`src/rtl/mpd_pkg.sv`:
```
// Shared types and constants for the mesh partial derivatives unit.
// No dependencies; imported by every module of the block.
package mpd_pkg;

	localparam int MAX_PHI_DEF   = 32;
	localparam int MAX_THETA_DEF = 4096;

	localparam int DATA_W    = 32;
	localparam int ROW_W     = 12;
	localparam int COL_W     = 5;
	localparam int NT_W      = 13;
	localparam int NP_W      = 6;
	localparam int CFG_IDX_W = 2;

	localparam logic [CFG_IDX_W-1:0] REG_N_THETA    = 2'd0;
	localparam logic [CFG_IDX_W-1:0] REG_N_PHI      = 2'd1;
	localparam logic [CFG_IDX_W-1:0] REG_INV_DTHETA = 2'd2;
	localparam logic [CFG_IDX_W-1:0] REG_INV_DPHI   = 2'd3;

	localparam logic [NT_W-1:0]   N_THETA_RST = 13'd2;
	localparam logic [NP_W-1:0]   N_PHI_RST   = 6'd2;
	localparam logic [DATA_W-1:0] INV_RST     = 32'h0001_0000;

	typedef enum logic [3:0] {
		ST_IDLE,
		ST_RD_T,
		ST_RD_P,
		ST_MTL,
		ST_MTH,
		ST_MPL,
		ST_MPH,
		ST_MACC,
		ST_OUT
	} mpd_state_t;

	typedef enum logic [1:0] {
		ACC_HOLD,
		ACC_LOAD,
		ACC_ADD
	} acc_op_t;

	typedef struct packed {
		logic             wr_en;
		logic             rd_en;
		logic             lat_t;
		logic             lat_p;
		logic             mul_en;
		logic             mul_p;
		logic             mul_hi;
		acc_op_t          acc_op;
		logic             sav_t;
		logic             sh17;
		logic             out_load;
		logic [ROW_W-1:0] row;
		logic [COL_W-1:0] col;
		logic             final_pt;
	} mpd_cmd_t;

endpackage

```
`src/rtl/mpd_ctrl.sv`:
```
// Controller: mesh row/column counters, row-store slot ring, per-point
// sequencing state machine and output valid. Depends on mpd_pkg.
module mpd_ctrl #(
	parameter int MAX_PHI   = mpd_pkg::MAX_PHI_DEF,
	parameter int MAX_THETA = mpd_pkg::MAX_THETA_DEF
) (
	input  logic                          clk,
	input  logic                          arst_n,
	input  logic [mpd_pkg::NT_W-1:0]      n_theta,
	input  logic [mpd_pkg::NP_W-1:0]      n_phi,
	input  logic                          in_valid,
	output logic                          in_ready,
	output logic                          out_valid,
	input  logic                          out_ready,
	output mpd_pkg::mpd_cmd_t             cmd,
	output logic [$clog2(3*MAX_PHI)-1:0]  wr_addr,
	output logic [$clog2(3*MAX_PHI)-1:0]  rd_addr0,
	output logic [$clog2(3*MAX_PHI)-1:0]  rd_addr1
);
	import mpd_pkg::*;

	localparam int AW = $clog2(3 * MAX_PHI);
	localparam int CW = $clog2(MAX_PHI);
	localparam int RW = $clog2(MAX_THETA);
	localparam int TW = $clog2(MAX_THETA + 1);
	localparam int PW = $clog2(MAX_PHI + 1);

	mpd_state_t state_q, state_d;

	logic [RW-1:0] row_q, pt_row_q, last_row_q, r_cur;
	logic [CW-1:0] col_q, pt_col_q, c_cur, np_m1, cp, cm;
	logic [1:0]    slot_q, cur_slot_q, s_cur, b_slot, p_slot;
	logic          fwd_q, flush_q, in_flush_q, pt_final_q, out_valid_q;
	logic [TW-1:0] nt;
	logic [PW-1:0] np;
	logic          accept, restart, is_last, col_end, out_free, more;

	function automatic logic [1:0] slot_prev(input logic [1:0] s);
		return (s == 2'd0) ? 2'd2 : s - 2'd1;
	endfunction

	function automatic logic [1:0] slot_next(input logic [1:0] s);
		return (s == 2'd2) ? 2'd0 : s + 2'd1;
	endfunction

	function automatic logic [AW-1:0] mem_addr(input logic [1:0] s, input logic [CW-1:0] c);
		return AW'(32'(s) * MAX_PHI + 32'(c));
	endfunction

	always_comb begin
		if (n_theta < NT_W'(2)) begin
			nt = TW'(2);
		end else if (32'(n_theta) > 32'(MAX_THETA)) begin
			nt = TW'(MAX_THETA);
		end else begin
			nt = TW'(n_theta);
		end
		if (n_phi < NP_W'(2)) begin
			np = PW'(2);
		end else if (32'(n_phi) > 32'(MAX_PHI)) begin
			np = PW'(MAX_PHI);
		end else begin
			np = PW'(n_phi);
		end
	end

	assign np_m1    = CW'(32'(np) - 32'd1);
	assign restart  = (32'(row_q) >= 32'(nt)) || (32'(col_q) >= 32'(np));
	assign r_cur    = restart ? '0 : row_q;
	assign c_cur    = restart ? '0 : col_q;
	assign s_cur    = restart ? 2'd0 : slot_q;
	assign col_end  = (c_cur == np_m1);
	assign is_last  = (32'(r_cur) == 32'(nt) - 32'd1) && col_end;
	assign accept   = in_valid && in_ready;
	assign in_ready = (state_q == ST_IDLE);
	assign out_free = !out_valid_q || out_ready;
	assign more     = in_flush_q ? (pt_col_q != np_m1) : flush_q;
	assign out_valid = out_valid_q;

	assign b_slot = (in_flush_q || fwd_q) ? slot_prev(cur_slot_q)
		: slot_prev(slot_prev(cur_slot_q));
	assign p_slot = in_flush_q ? cur_slot_q : slot_prev(cur_slot_q);
	assign cp     = (pt_col_q == np_m1) ? '0 : pt_col_q + CW'(1);
	assign cm     = (pt_col_q == '0) ? np_m1 : pt_col_q - CW'(1);

	always_comb begin
		state_d = state_q;
		unique case (state_q)
			ST_IDLE: begin
				if (accept && r_cur != '0) begin
					state_d = ST_RD_T;
				end
			end
			ST_RD_T: state_d = ST_RD_P;
			ST_RD_P: state_d = ST_MTL;
			ST_MTL:  state_d = ST_MTH;
			ST_MTH:  state_d = ST_MPL;
			ST_MPL:  state_d = ST_MPH;
			ST_MPH:  state_d = ST_MACC;
			ST_MACC: state_d = ST_OUT;
			ST_OUT: begin
				if (out_free) begin
					state_d = more ? ST_RD_T : ST_IDLE;
				end
			end
			default: state_d = ST_IDLE;
		endcase
	end

	always_comb begin
		cmd          = '0;
		cmd.acc_op   = ACC_HOLD;
		cmd.sh17     = !(in_flush_q || fwd_q);
		cmd.row      = ROW_W'(pt_row_q);
		cmd.col      = COL_W'(pt_col_q);
		cmd.final_pt = pt_final_q;
		wr_addr      = mem_addr(s_cur, c_cur);
		rd_addr0     = mem_addr(cur_slot_q, pt_col_q);
		rd_addr1     = mem_addr(b_slot, pt_col_q);
		unique case (state_q)
			ST_IDLE: cmd.wr_en = accept;
			ST_RD_T: cmd.rd_en = 1'b1;
			ST_RD_P: begin
				cmd.rd_en = 1'b1;
				cmd.lat_t = 1'b1;
				rd_addr0  = mem_addr(p_slot, cp);
				rd_addr1  = mem_addr(p_slot, cm);
			end
			ST_MTL: begin
				cmd.lat_p  = 1'b1;
				cmd.mul_en = 1'b1;
			end
			ST_MTH: begin
				cmd.acc_op = ACC_LOAD;
				cmd.mul_en = 1'b1;
				cmd.mul_hi = 1'b1;
			end
			ST_MPL: begin
				cmd.acc_op = ACC_ADD;
				cmd.mul_en = 1'b1;
				cmd.mul_p  = 1'b1;
			end
			ST_MPH: begin
				cmd.sav_t  = 1'b1;
				cmd.acc_op = ACC_LOAD;
				cmd.mul_en = 1'b1;
				cmd.mul_p  = 1'b1;
				cmd.mul_hi = 1'b1;
			end
			ST_MACC: cmd.acc_op = ACC_ADD;
			ST_OUT:  cmd.out_load = out_free;
			default: cmd.acc_op = ACC_HOLD;
		endcase
	end

	always_ff @(posedge clk or negedge arst_n) begin
		if (!arst_n) begin
			state_q     <= ST_IDLE;
			row_q       <= '0;
			col_q       <= '0;
			slot_q      <= 2'd0;
			cur_slot_q  <= 2'd0;
			pt_row_q    <= '0;
			last_row_q  <= '0;
			pt_col_q    <= '0;
			fwd_q       <= 1'b0;
			flush_q     <= 1'b0;
			in_flush_q  <= 1'b0;
			pt_final_q  <= 1'b0;
			out_valid_q <= 1'b0;
		end else begin
			state_q <= state_d;
			if (cmd.out_load) begin
				out_valid_q <= 1'b1;
			end else if (out_ready) begin
				out_valid_q <= 1'b0;
			end
			if (accept) begin
				if (is_last) begin
					row_q  <= '0;
					col_q  <= '0;
					slot_q <= 2'd0;
				end else if (col_end) begin
					row_q  <= r_cur + RW'(1);
					col_q  <= '0;
					slot_q <= slot_next(s_cur);
				end else begin
					row_q  <= r_cur;
					col_q  <= c_cur + CW'(1);
					slot_q <= s_cur;
				end
				cur_slot_q <= s_cur;
				pt_row_q   <= r_cur - RW'(1);
				last_row_q <= r_cur;
				pt_col_q   <= c_cur;
				fwd_q      <= (r_cur == RW'(1));
				flush_q    <= is_last;
				in_flush_q <= 1'b0;
				pt_final_q <= 1'b0;
			end else if (state_q == ST_OUT && out_free && more) begin
				if (!in_flush_q) begin
					in_flush_q <= 1'b1;
					pt_row_q   <= last_row_q;
					pt_col_q   <= '0;
					pt_final_q <= 1'b0;
				end else begin
					pt_col_q   <= pt_col_q + CW'(1);
					pt_final_q <= (pt_col_q + CW'(1) == np_m1);
				end
			end
		end
	end

`ifndef ASSERT_OFF
	a_slot_range: assert property (@(posedge clk) disable iff (!arst_n)
		slot_q != 2'd3 && cur_slot_q != 2'd3)
		else $error("row slot out of ring");
	a_load_valid: assert property (@(posedge clk) disable iff (!arst_n)
		cmd.out_load |=> out_valid_q)
		else $error("loaded result not presented");
	a_final_idle: assert property (@(posedge clk) disable iff (!arst_n)
		(cmd.out_load && cmd.final_pt) |=> state_q == ST_IDLE)
		else $error("sequencer busy after last point");
	a_flush_row: assert property (@(posedge clk) disable iff (!arst_n)
		(state_q == ST_OUT && in_flush_q) |-> 32'(pt_row_q) == 32'(nt) - 32'd1)
		else $error("flush point outside last row");
`endif

endmodule

```
`config.mk`:
```
export PLATFORM = sky130hd
export DESIGN_NAME = mpd_ctrl
export DESIGN_NICKNAME = d
export VERILOG_FILES = /design/src/rtl/mpd_pkg.sv /design/src/rtl/mpd_ctrl.sv
export SDC_FILE = /design/constraint.sdc
export NUM_CORES = 1
export LEC_CHECK = 0
export ABC_AREA = 1
export BUFFER_PORTS_ARGS = -buffer_cell sky130_fd_sc_hd__clkbuf_2
export CELL_PAD_IN_SITES_DETAIL_PLACEMENT = 0
export CELL_PAD_IN_SITES_GLOBAL_PLACEMENT = 2
export CORE_ASPECT_RATIO = 0.75
export CORE_MARGIN = 8
export CORE_UTILIZATION = 29
export DETAILED_ROUTE_END_ITERATION = 10
export HOLD_SLACK_MARGIN = 0.06
export PLACE_DENSITY = 0.81
export SLEW_MARGIN = 20
export SYNTH_ARGS = -nofsm -noshare
export SYNTH_HDL_FRONTEND = slang
export SYNTH_SLANG_ARGS = --single-unit
```
`constraint.sdc`:
```
create_clock -name clk -period 2.9 [get_ports clk]
set_input_delay 0.29 -clock clk [delete_from_list [all_inputs] [get_ports clk]]
set_output_delay 0.29 -clock clk [all_outputs]
set_load 0.02 [all_outputs]
```
# [Yosys cells after proc, flatten, opt, wreduce, memory -nomap -nowiden]
# Index checks and enable logic that the tools add are counted.
[word_totals] register_bits=59 latchBits=0 ramBits=0 romBits=0 input_bits=23 memories=0
[classes] add_sub_neg=15 n_mul=0 div=0 magnitude_cmp=6 n_eq_ne=18 shifts=0 mux=50 bitwise_logic=0 reduce_logical=24
[op_table] cell="$mux 12" count=6
[op_table] cell="$mux 5" count=8
[op_table] cell="$pmux 4 s9" count=1
[op_table] cell="$add 7x5->7" count=5
[op_table] cell="$eq 12x32->1" count=1
[op_table] cell="$mux 13" count=2
[op_table] cell="$mux 1" count=18
[op_table] cell="$eq 4x3->1 const B" count=4
[op_table] cell="$mux 2" count=8
[op_table] cell="$eq 5x5->1" count=3
[op_table] cell="$mux 7" count=2
[op_table] cell="$sub 13x1->14 const B" count=1
[op_table] cell="$ge 12x13->1" count=1
[op_table] cell="$gt 13x13->1 const B" count=1
[op_table] cell="$lt 13x2->1 const B" count=1
[op_table] cell="$add 12x1->12 const B" count=1
[op_table] cell="$eq 12x1->1 const B" count=1
[op_table] cell="$mux 6" count=2
[op_table] cell="$reduce_bool 12->1" count=1
[op_table] cell="$sub 12x1->12 const B" count=1
[op_table] cell="$add 5x1->5 const B" count=2
[op_table] cell="$sub 5x1->5 const B" count=2
[op_table] cell="$eq 4x2->1 const B" count=2
[op_table] cell="$mux 4" count=2
[op_table] cell="22 further kinds" count=37

# [Longest topological paths before layout]
# Gate-level depths: netlist of the first run.
[depth] depth_word=10 ltp_mapped=32 ltp_nobuf=29

# [Worst setup path before layout of the first run]
# No wires, ideal clock.
[synth_timing] path_kind="input to register" from="input n_theta[6] (netlist bit)" to="register row_q[8]" setup_ns=0.117 t_arrival_ns=3.271 required_time_ns=2.783 setup_slack_ns=-0.488 cell_stages=31 n_path_buf=3 path_cell_list="nor2_1 nand2_1 nor2_1 nand2_1 nand2_1 buf_2 buf_4 nand2_1 ha_1 nand2_1 inv_1 nand2_1 nand2_1 nand2_1 nand2_2 nor2_4 nand3_4 buf_12 nor2_8 ha_1 nand2_1 inv_1 nand2_1 nor2_2 nand2_1 o21ai_1 nand2_1 nand2_1 inv_1 nand3_1 nand2_1"
[synth_between] elab_chain_cells=9 word_cells_on_any_way=15
[synth_rtl] item="start, declared" line="mpd_ctrl.sv:9" source="input logic [mpd_pkg::NT_W-1:0] n_theta,"
[synth_rtl] item="$gt 13x13->1" line="mpd_ctrl.sv:53" source="end else if (32'(n_theta) > 32'(MAX_THETA)) begin"
[synth_rtl] item="$mux 13" line="mpd_ctrl.sv:53"
[synth_rtl] item="$mux 13 (*)" line="mpd_ctrl.sv:51" source="if (n_theta < NT_W'(2)) begin"
[synth_rtl] item="$ge 12x13->1 (*)" line="mpd_ctrl.sv:68" source="assign restart = (32'(row_q) >= 32'(nt)) || (32'(col_q) >= 32'(np));"
[synth_rtl] item="$logic_or 1x1->1 (*)" line="mpd_ctrl.sv:68"
[synth_rtl] item="$mux 12 (*)" line="mpd_ctrl.sv:69" source="assign r_cur = restart ? '0 : row_q;"
[synth_rtl] item="via r_cur[0]" line="mpd_ctrl.sv:30" source="logic [RW-1:0] row_q, pt_row_q, last_row_q, r_cur;"
[synth_rtl] item="$add 12x1->12 / $eq 12x32->1 (equally long branches)" line="mpd_ctrl.sv:184, mpd_ctrl.sv:73"
[synth_rtl] item="$mux 12 / $logic_and 1x1->1 (equally long branches)" line="mpd_ctrl.sv:183, mpd_ctrl.sv:73"
[synth_rtl] item="$mux 12 (*)" line="mpd_ctrl.sv:179" source="if (is_last) begin"
[synth_rtl] item="end signal, assigned" line="mpd_ctrl.sv:184" source="row_q <= r_cur + RW'(1);"
[synth_rtl] item="end signal, assigned" line="mpd_ctrl.sv:188" source="row_q <= r_cur;"
[synth_rtl] item="end, declared" line="mpd_ctrl.sv:30"
# The timed path passes the listed nets; every way through them passes the cells marked *.
# A chain may end at the register's enable or synchronous reset.

# [Final worst setup path of the first run]
[layout_timing] from="input n_theta[6] (netlist bit)" to="register row_q[2]"
[layout_between] elab_chain_cells=9 word_cells_on_any_way=15
[layout_rtl] item="$gt 13x13->1" line="mpd_ctrl.sv:53"
[layout_rtl] item="$mux 13" line="mpd_ctrl.sv:53"
[layout_rtl] item="$mux 13 (*)" line="mpd_ctrl.sv:51"
[layout_rtl] item="$ge 12x13->1" line="mpd_ctrl.sv:68"
[layout_rtl] item="$logic_or 1x1->1" line="mpd_ctrl.sv:68"
[layout_rtl] item="$mux 12 / $mux 5 (equally long branches)" line="mpd_ctrl.sv:69, mpd_ctrl.sv:70"
[layout_rtl] item="$add 12x1->12, or another cell as far along" line="mpd_ctrl.sv:184"
[layout_rtl] item="$mux 12 / $logic_and 1x1->1 (equally long branches)" line="mpd_ctrl.sv:183, mpd_ctrl.sv:73"
[layout_rtl] item="$mux 12 (*)" line="mpd_ctrl.sv:179"
# Every way passes the cells marked *; elsewhere a longest branch is shown, timed or not.

==> flow_summary.toml, run 1 <==
[logic_synthesis]
synthTopCellsByArea = "dfrtp_1 (27%), nand2_1 (19%), inv_1 (7.5%)"
synth_largest_area_cell = "dfrtp_1"
yosysTopAreaCellShare = 0.273
yosysUniqueCellTypes = 46
syn_inst = 824
synth_ff_type = "dfrtp_1"
synth_fp_nets = 875
ys_async_sr_fraction = 1.00
synth_edf_count = 0
avgSynthCellArea_sq_um = 6.57
netlist_area_sq_um = 5420
yosys_warnings = 0
ys_seq_elements = 59
yosysSeqAreaShare = 0.273

[detailed_routing]
drt_iter0_markers = 350
routedWlPerCell_um = 14.9
ant_nets = 0
viasPerCell = 4.63
routed-via-count = 6101
firstDrtPassIters = 4
route.detailed.drc = 0
totalWireLength_mm = 19.6

[clocking]
clkTransAtPathRegs_ns = 0.06
numCtsBuffers = 9
cts_root_buf = "clkbuf_16"
clock_sinks = 59
hold_buffers = 0
cts.path.max_buffers = 2
clock_latency_ns = 0.33
cts_tree = "yes"
cts_max_level = 3

[timing]
period_minus_slack_ns = 3.04
hold_viol_final = 0
grt_setup_unrepaired = "true"
setup_slack_ns = -0.139
min_period_over_period = 1.05
finClkSkew_ns = 0.00865
slew_headroom = 0.445
fmax_mhz = 329
finalSetupViolCount = 24
finalSetupTns_ns = -1.69
tightest_slew_ns = 0.833
final_max_slew_viol_count = 0

[die]
coreArea_sq_um = 18400
die_h_um = 134
die_x_um = 174
ioPinCount = 76
start_util = 0.294
dieArea_sq_um = 23300
placementRows = 43

[pwr]
leakage_nw = 4.50
peakVddDrop_mv = 0.417
power_density_nw_per_um2 = 917

[global_routing]
grt-ovfl-total = 0
grt_first_pass_wirelength_mm = 31.3
grt_max_degree = 60
grt.total_usage = 0.166
grt_pass1_vias = 5797
antenna_found_initial = 0

[status]
outcome = "complete, but fails checks"
violations = "negative setup slack"

[cells_and_area]
final_util = 0.460
layout.nets = 1119
antennaDiodeCount = 0
fillers = 1915
final_layout_size_suffix_gt1_frac = 0.391
area_growth_pct = 56.5

[critical_path]
r2r-end = "row_q[2]"
r2r_cells = 22
r2r-start = "row_q[0]"
reg2reg_slack_ns = 0.01
cp-start-kind = "input port"
critPathRequiredTime_ns = 3.13
crit_fanout = 7
critPathKind = "in2reg"
cp-end-kind = "flip-flop"
worstPathArrival_ns = 3.26

[place]
gp_congestion = 0.898
port_buffers = 75
hpwl_mm = 14.8
pre_cts_ws_ns = -0.859

[flow_run]
drv_cap = 0

[min_path]
hold_path.class = "in2async"
[report_power, final]
group | internal [mW] | switching [mW]
clock network | 0.746 | 0.408
registers | 1.09 | 0.233
logic | 2.24 | 3.05
[routing by layer]
metal  track usage  wire (um)  share of wire
met1         0.256      10600           0.54
met3        0.0267        759          0.039
met5             0          0              0
met4        0.0275        121         0.0062
met2         0.238       8140           0.42
[flip-flops by register name (all words and copies together), names as in the netlist]
signal	count
col_q	5
cur_slot_q	2
flush_q	1
fwd_q	1
in_flush_q	1
last_row_q	12
out_valid	1
pt_col_q	5
pt_final_q	1
pt_row_q	12
row_q	12
slot_q	2
state_q	4
[worst max path at each step]
stage / endpoint / slack (ns) / depth (start not counted) / startpoint
final: row_q[2] / -0.14 / 28 / n_theta[6]
after global routing: row_q[10] / -0.33 / 32 / n_theta[6]
after CTS: row_q[2] / -0.1 / 31 / n_theta[8]
after detailed placement: row_q[6] / -0.86 / 26 / n_theta[3]
after global placement: row_q[6] / -0.80 / 27 / n_theta[3]
after floorplan: row_q[8] / -0.31 / 31 / n_theta[3]
[cells by family (layout without fill, tap and decap cells)]
family / count (synthesis) / count (layout) / synth area share
simple gates: 483 / 485 / 0.413
mux: 1 / 1 / 0.00208
buf+inv: 134 / 380 / 0.103
compound gates: 94 / 94 / 0.103
xor+xnor: 25 / 25 / 0.0418
flops: 59 / 59 / 0.273
fa+ha+maj: 28 / 28 / 0.0647
[what timing repair did]
item,in CTS,in global routing
gates resized for setup,71,101
gates cloned,3,0
setup buffers,12,12
pin swaps,25,60
endpoints found under the setup margin,45,47
[layout by cell type, fill, tap and decap left out, types with 17 or more instances in the layout]
cell type  instances
inv_1             97
clkbuf_2          61
ha_1              17
nor2_4            25
dfrtp_1           59
nand2_1          233
o21ai_0           43
buf_4            155
buf_6             22
xor2_1            18
nand3_1           74
nand2_2           29
nor2_1            49
[synthesized netlist by cell type (3+ instances only)]
cell type,n
nor3_1,6
inv_2,5
a21oi_2,4
nand2_1,267
dfrtp_1,59
nand3_2,3
nor2_1,73
clkbuf_1,8
o21ai_1,6
xor2_1,20
ha_1,28
nor2_4,5
nand3_1,80
nand4_1,15
o21ai_0,52
nor2_8,6
o221ai_1,4
buf_2,5
a21oi_1,9
buf_4,3
inv_1,108
nand2_2,8
buf_6,3
o22ai_1,5
nor2_2,11
xnor2_1,4
[area by class of cell]
type,instances,area (sq um),area share
tap,247,309,0.0365
clock inverter,5,78.8,0.00930
clock buffer,10,229,0.0270
timing repair buffer,252,1970,0.232
multi-input combinational,633,3980,0.470
sequential,59,1480,0.174
inverter,113,432,0.0509
[worst max-delay path, stage by stage]
cell and delay [ns]:
clkbuf_2 0.12, nor2_4 0.10, nand2_2 0.07, nor2_4 0.12, buf_4 0.12, nand2_1 0.09, inv_1 0.10, a21oi_2 0.05
ha_1 0.30, nand2_1 0.07, nor3_1 0.05, buf_4 0.13, o21bai_4 0.20, nand3_4 0.14, buf_12 0.18, buf_12 0.13
nor2_8 0.09, nand2_4 0.07, nand2_4 0.07, nand3_4 0.08, nor2_4 0.13, buf_12 0.14, buf_8 0.12, nand2_1 0.07
o21ai_2 0.06, inv_1 0.05, nand3_1 0.08, nand2_1 0.05
[metrics by stage]
stage          total power, mW  cell area, sq um  hold WS, ns  instances
6_report                  7.77              8470        0.150       1319
5_1_grt                   8.33              8470        0.220       1319
4_1_cts                   7.43              8050        0.169       1307
3_5_place_dp              5.87              7340        0.467       1277
3_3_place_gp              5.87              7340        0.459       1277
2_1_floorplan             4.07              5590     -0.00559        824
Note: power is estimated with default switching activity, not from simulation.
==> run 2: changes to the inputs <==
--- a/config.mk
+++ b/config.mk
@@ -6,15 +6,16 @@
 export NUM_CORES = 1
 export LEC_CHECK = 0
 export ABC_AREA = 1
-export BUFFER_PORTS_ARGS = -buffer_cell sky130_fd_sc_hd__clkbuf_2
 export CELL_PAD_IN_SITES_DETAIL_PLACEMENT = 0
 export CELL_PAD_IN_SITES_GLOBAL_PLACEMENT = 2
 export CORE_ASPECT_RATIO = 0.75
 export CORE_MARGIN = 8
-export CORE_UTILIZATION = 29
+export CORE_UTILIZATION = 32
 export DETAILED_ROUTE_END_ITERATION = 10
+export DONT_BUFFER_PORTS = 1
 export HOLD_SLACK_MARGIN = 0.06
-export PLACE_DENSITY = 0.81
+export PLACE_DENSITY = 0.8
+export REMOVE_ABC_BUFFERS = 1
 export SLEW_MARGIN = 20
 export SYNTH_ARGS = -nofsm -noshare
 export SYNTH_HDL_FRONTEND = slang
==> flow_summary.toml, run 2 (synthesis gave the netlist of run 1 again) <==
[status]
outcome = "complete, but fails checks"
violations = "negative setup slack"

[cells_and_area]
multiInputGateArea_sq_um = 3950
layout.nets = 1025
reg.largest.list = "last_row_q: 12 flops, pt_row_q: 12 flops, row_q: 12 flops"
fillers = 1696
layout_commonest_cell = "nand2_1"
antennaDiodeCount = 0
final_area_sq_um = 7910
final_layout_size_suffix_gt1_frac = 0.334
register_area_sq_um = 1480
area_growth_pct = 46.1
final_cell_mix = "nand2_1 (230), buf_4 (127), inv_1 (98), nand3_1 (73), dfrtp_1 (58)"

[critical_path]
worst_path_most_repeated_cell = "nand2_2"
crit_path_max_incr_delay_ns = 0.26
cp-end-kind = "flip-flop"
critPathRequiredTime_ns = 3.12
crit_start = "n_theta[3]"
critPathKind = "in2reg"
worstPathArrival_ns = 3.23
r2r-start = "row_q[11]"
crit_slowest_cell = "ha_4"
r2r_cells = 20
reg2reg_slack_ns = -0.10
r2r-end = "row_q[6]"
crit_fanout = 7
cp-start-kind = "input port"

[timing]
finalSetupTns_ns = -1.12
grt_setup_unrepaired = "true"
min_period_over_period = 1.04
setup_slack_ns = -0.116
tightest_slew_ns = 0.904
finalSetupViolCount = 17
slew_headroom = 0.390
fmax_mhz = 332
finClkSkew_ns = 0.00682
hold_viol_final = 0
period_minus_slack_ns = 3.02
final_max_slew_viol_count = 0

[detailed_routing]
routedWlPerCell_um = 15.8
dr_wl_met3_mm = 1.02
firstDrtPassIters = 5
routed-via-count = 5735
ant_nets = 0
wl_met1_mm = 10.0
route.detailed.drc = 0
drt_iter0_markers = 453
dr_wl_met2_mm = 7.72
viasPerCell = 4.80
dr.max_layer_used = "met4"
totalWireLength_mm = 18.9

[die]
dieArea_sq_um = 21400
placementRows = 41
die_h_um = 129
coreArea_sq_um = 16700
die_x_um = 166
start_util = 0.325
ioPinCount = 76

[clocking]
cts_root_buf = "clkbuf_16"
cts.path.max_buffers = 2
numCtsBuffers = 9
cts_max_level = 3
clkTransAtPathRegs_ns = 0.06
clock_sinks = 59
cts_tree = "yes"
clock_latency_ns = 0.33

[global_routing]
grt_first_pass_wirelength_mm = 30.0
antenna_found_initial = 0
grt-ovfl-total = 0
grt_max_degree = 60
grt_pass1_vias = 5379
grt.total_usage = 0.174

[flow_run]
drv_cap = 0

[place]
port_buffers = 0
hpwl_mm = 14.3
gp_congestion = 0.840
placed_cell_area_sq_um = 6570

[min_path]
min_delay_path_depth = 4
hold_path.class = "in2reg"
hold_end = "state_q[0]"
min_from = "in_valid"

[pwr]
peakVddDrop_mv = 0.361
power_density_nw_per_um2 = 945
leakage_nw = 4.05
[run 2: stage by stage]
step           utilization  std cells  hold WS, ns  setup slack [ns]  power (mW)
4_1_cts              0.436       1176        0.176           -0.0101        6.79
3_5_place_dp         0.394       1150     -0.00304            -0.492        5.35
6_report             0.475       1194        0.169            -0.116        7.47
3_3_place_gp         0.394       1150     -0.00319            -0.500        5.35
5_1_grt              0.475       1194        0.174            -0.279        8.00
2_1_floorplan            -        803     -0.00559            -0.755        3.87
[run 2: worst max-delay path: cells and delay by family]
family | cells | cell delay (ns)
adders and majority gates | 2 | 0.40
buffers and inverters | 6 | 0.68
xor gates and xnor gates | 1 | 0.18
AOI/OAI and AO/OA | 1 | 0.07
and+or+nand+nor | 19 | 1.58
[run 2: power breakdown]
group	switching (mW)	total, mW	internal, mW
Sequential	0.377	1.47	1.09
Combinational	2.82	4.90	2.08
Clock	0.416	1.10	0.688
[run 2: repair_timing]
action,in CTS,in global routing
hold buffers,2,0
gates cloned,3,1
resized for setup,52,120
endpoints found under the hold margin,59,0
pin swaps,19,65
setup endpoints to repair,27,37
setup buffers,6,18
[run 2: how the worst max path moves through the flow]
stage,end,slack [ns],depth (start not counted)
global placement,row_q[4],-0.50,25
CTS,row_q[4],-0.01,28
global route,row_q[6],-0.28,28
detailed placement,row_q[8],-0.49,28
floorplan,row_q[8],-0.76,28
finish,row_q[6],-0.12,29
[run 2: layout make-up]
| cell class | instances | area share |
|---|---|---|
| Clock buffer | 10 | 0.0302 |
| Clock inverter | 6 | 0.00806 |
| Inverter | 113 | 0.0542 |
| Multi-Input combinational cell | 631 | 0.499 |
| Sequential cell | 59 | 0.187 |
| Tap cell | 215 | 0.0340 |
| Timing Repair Buffer | 160 | 0.188 |
[run 2: metal layers]
layer,vias up,track usage
met5,-,0
met4,0,0.0312
met3,9,0.0306
met2,132,0.247
met1,2658,0.268
li1,2936,-
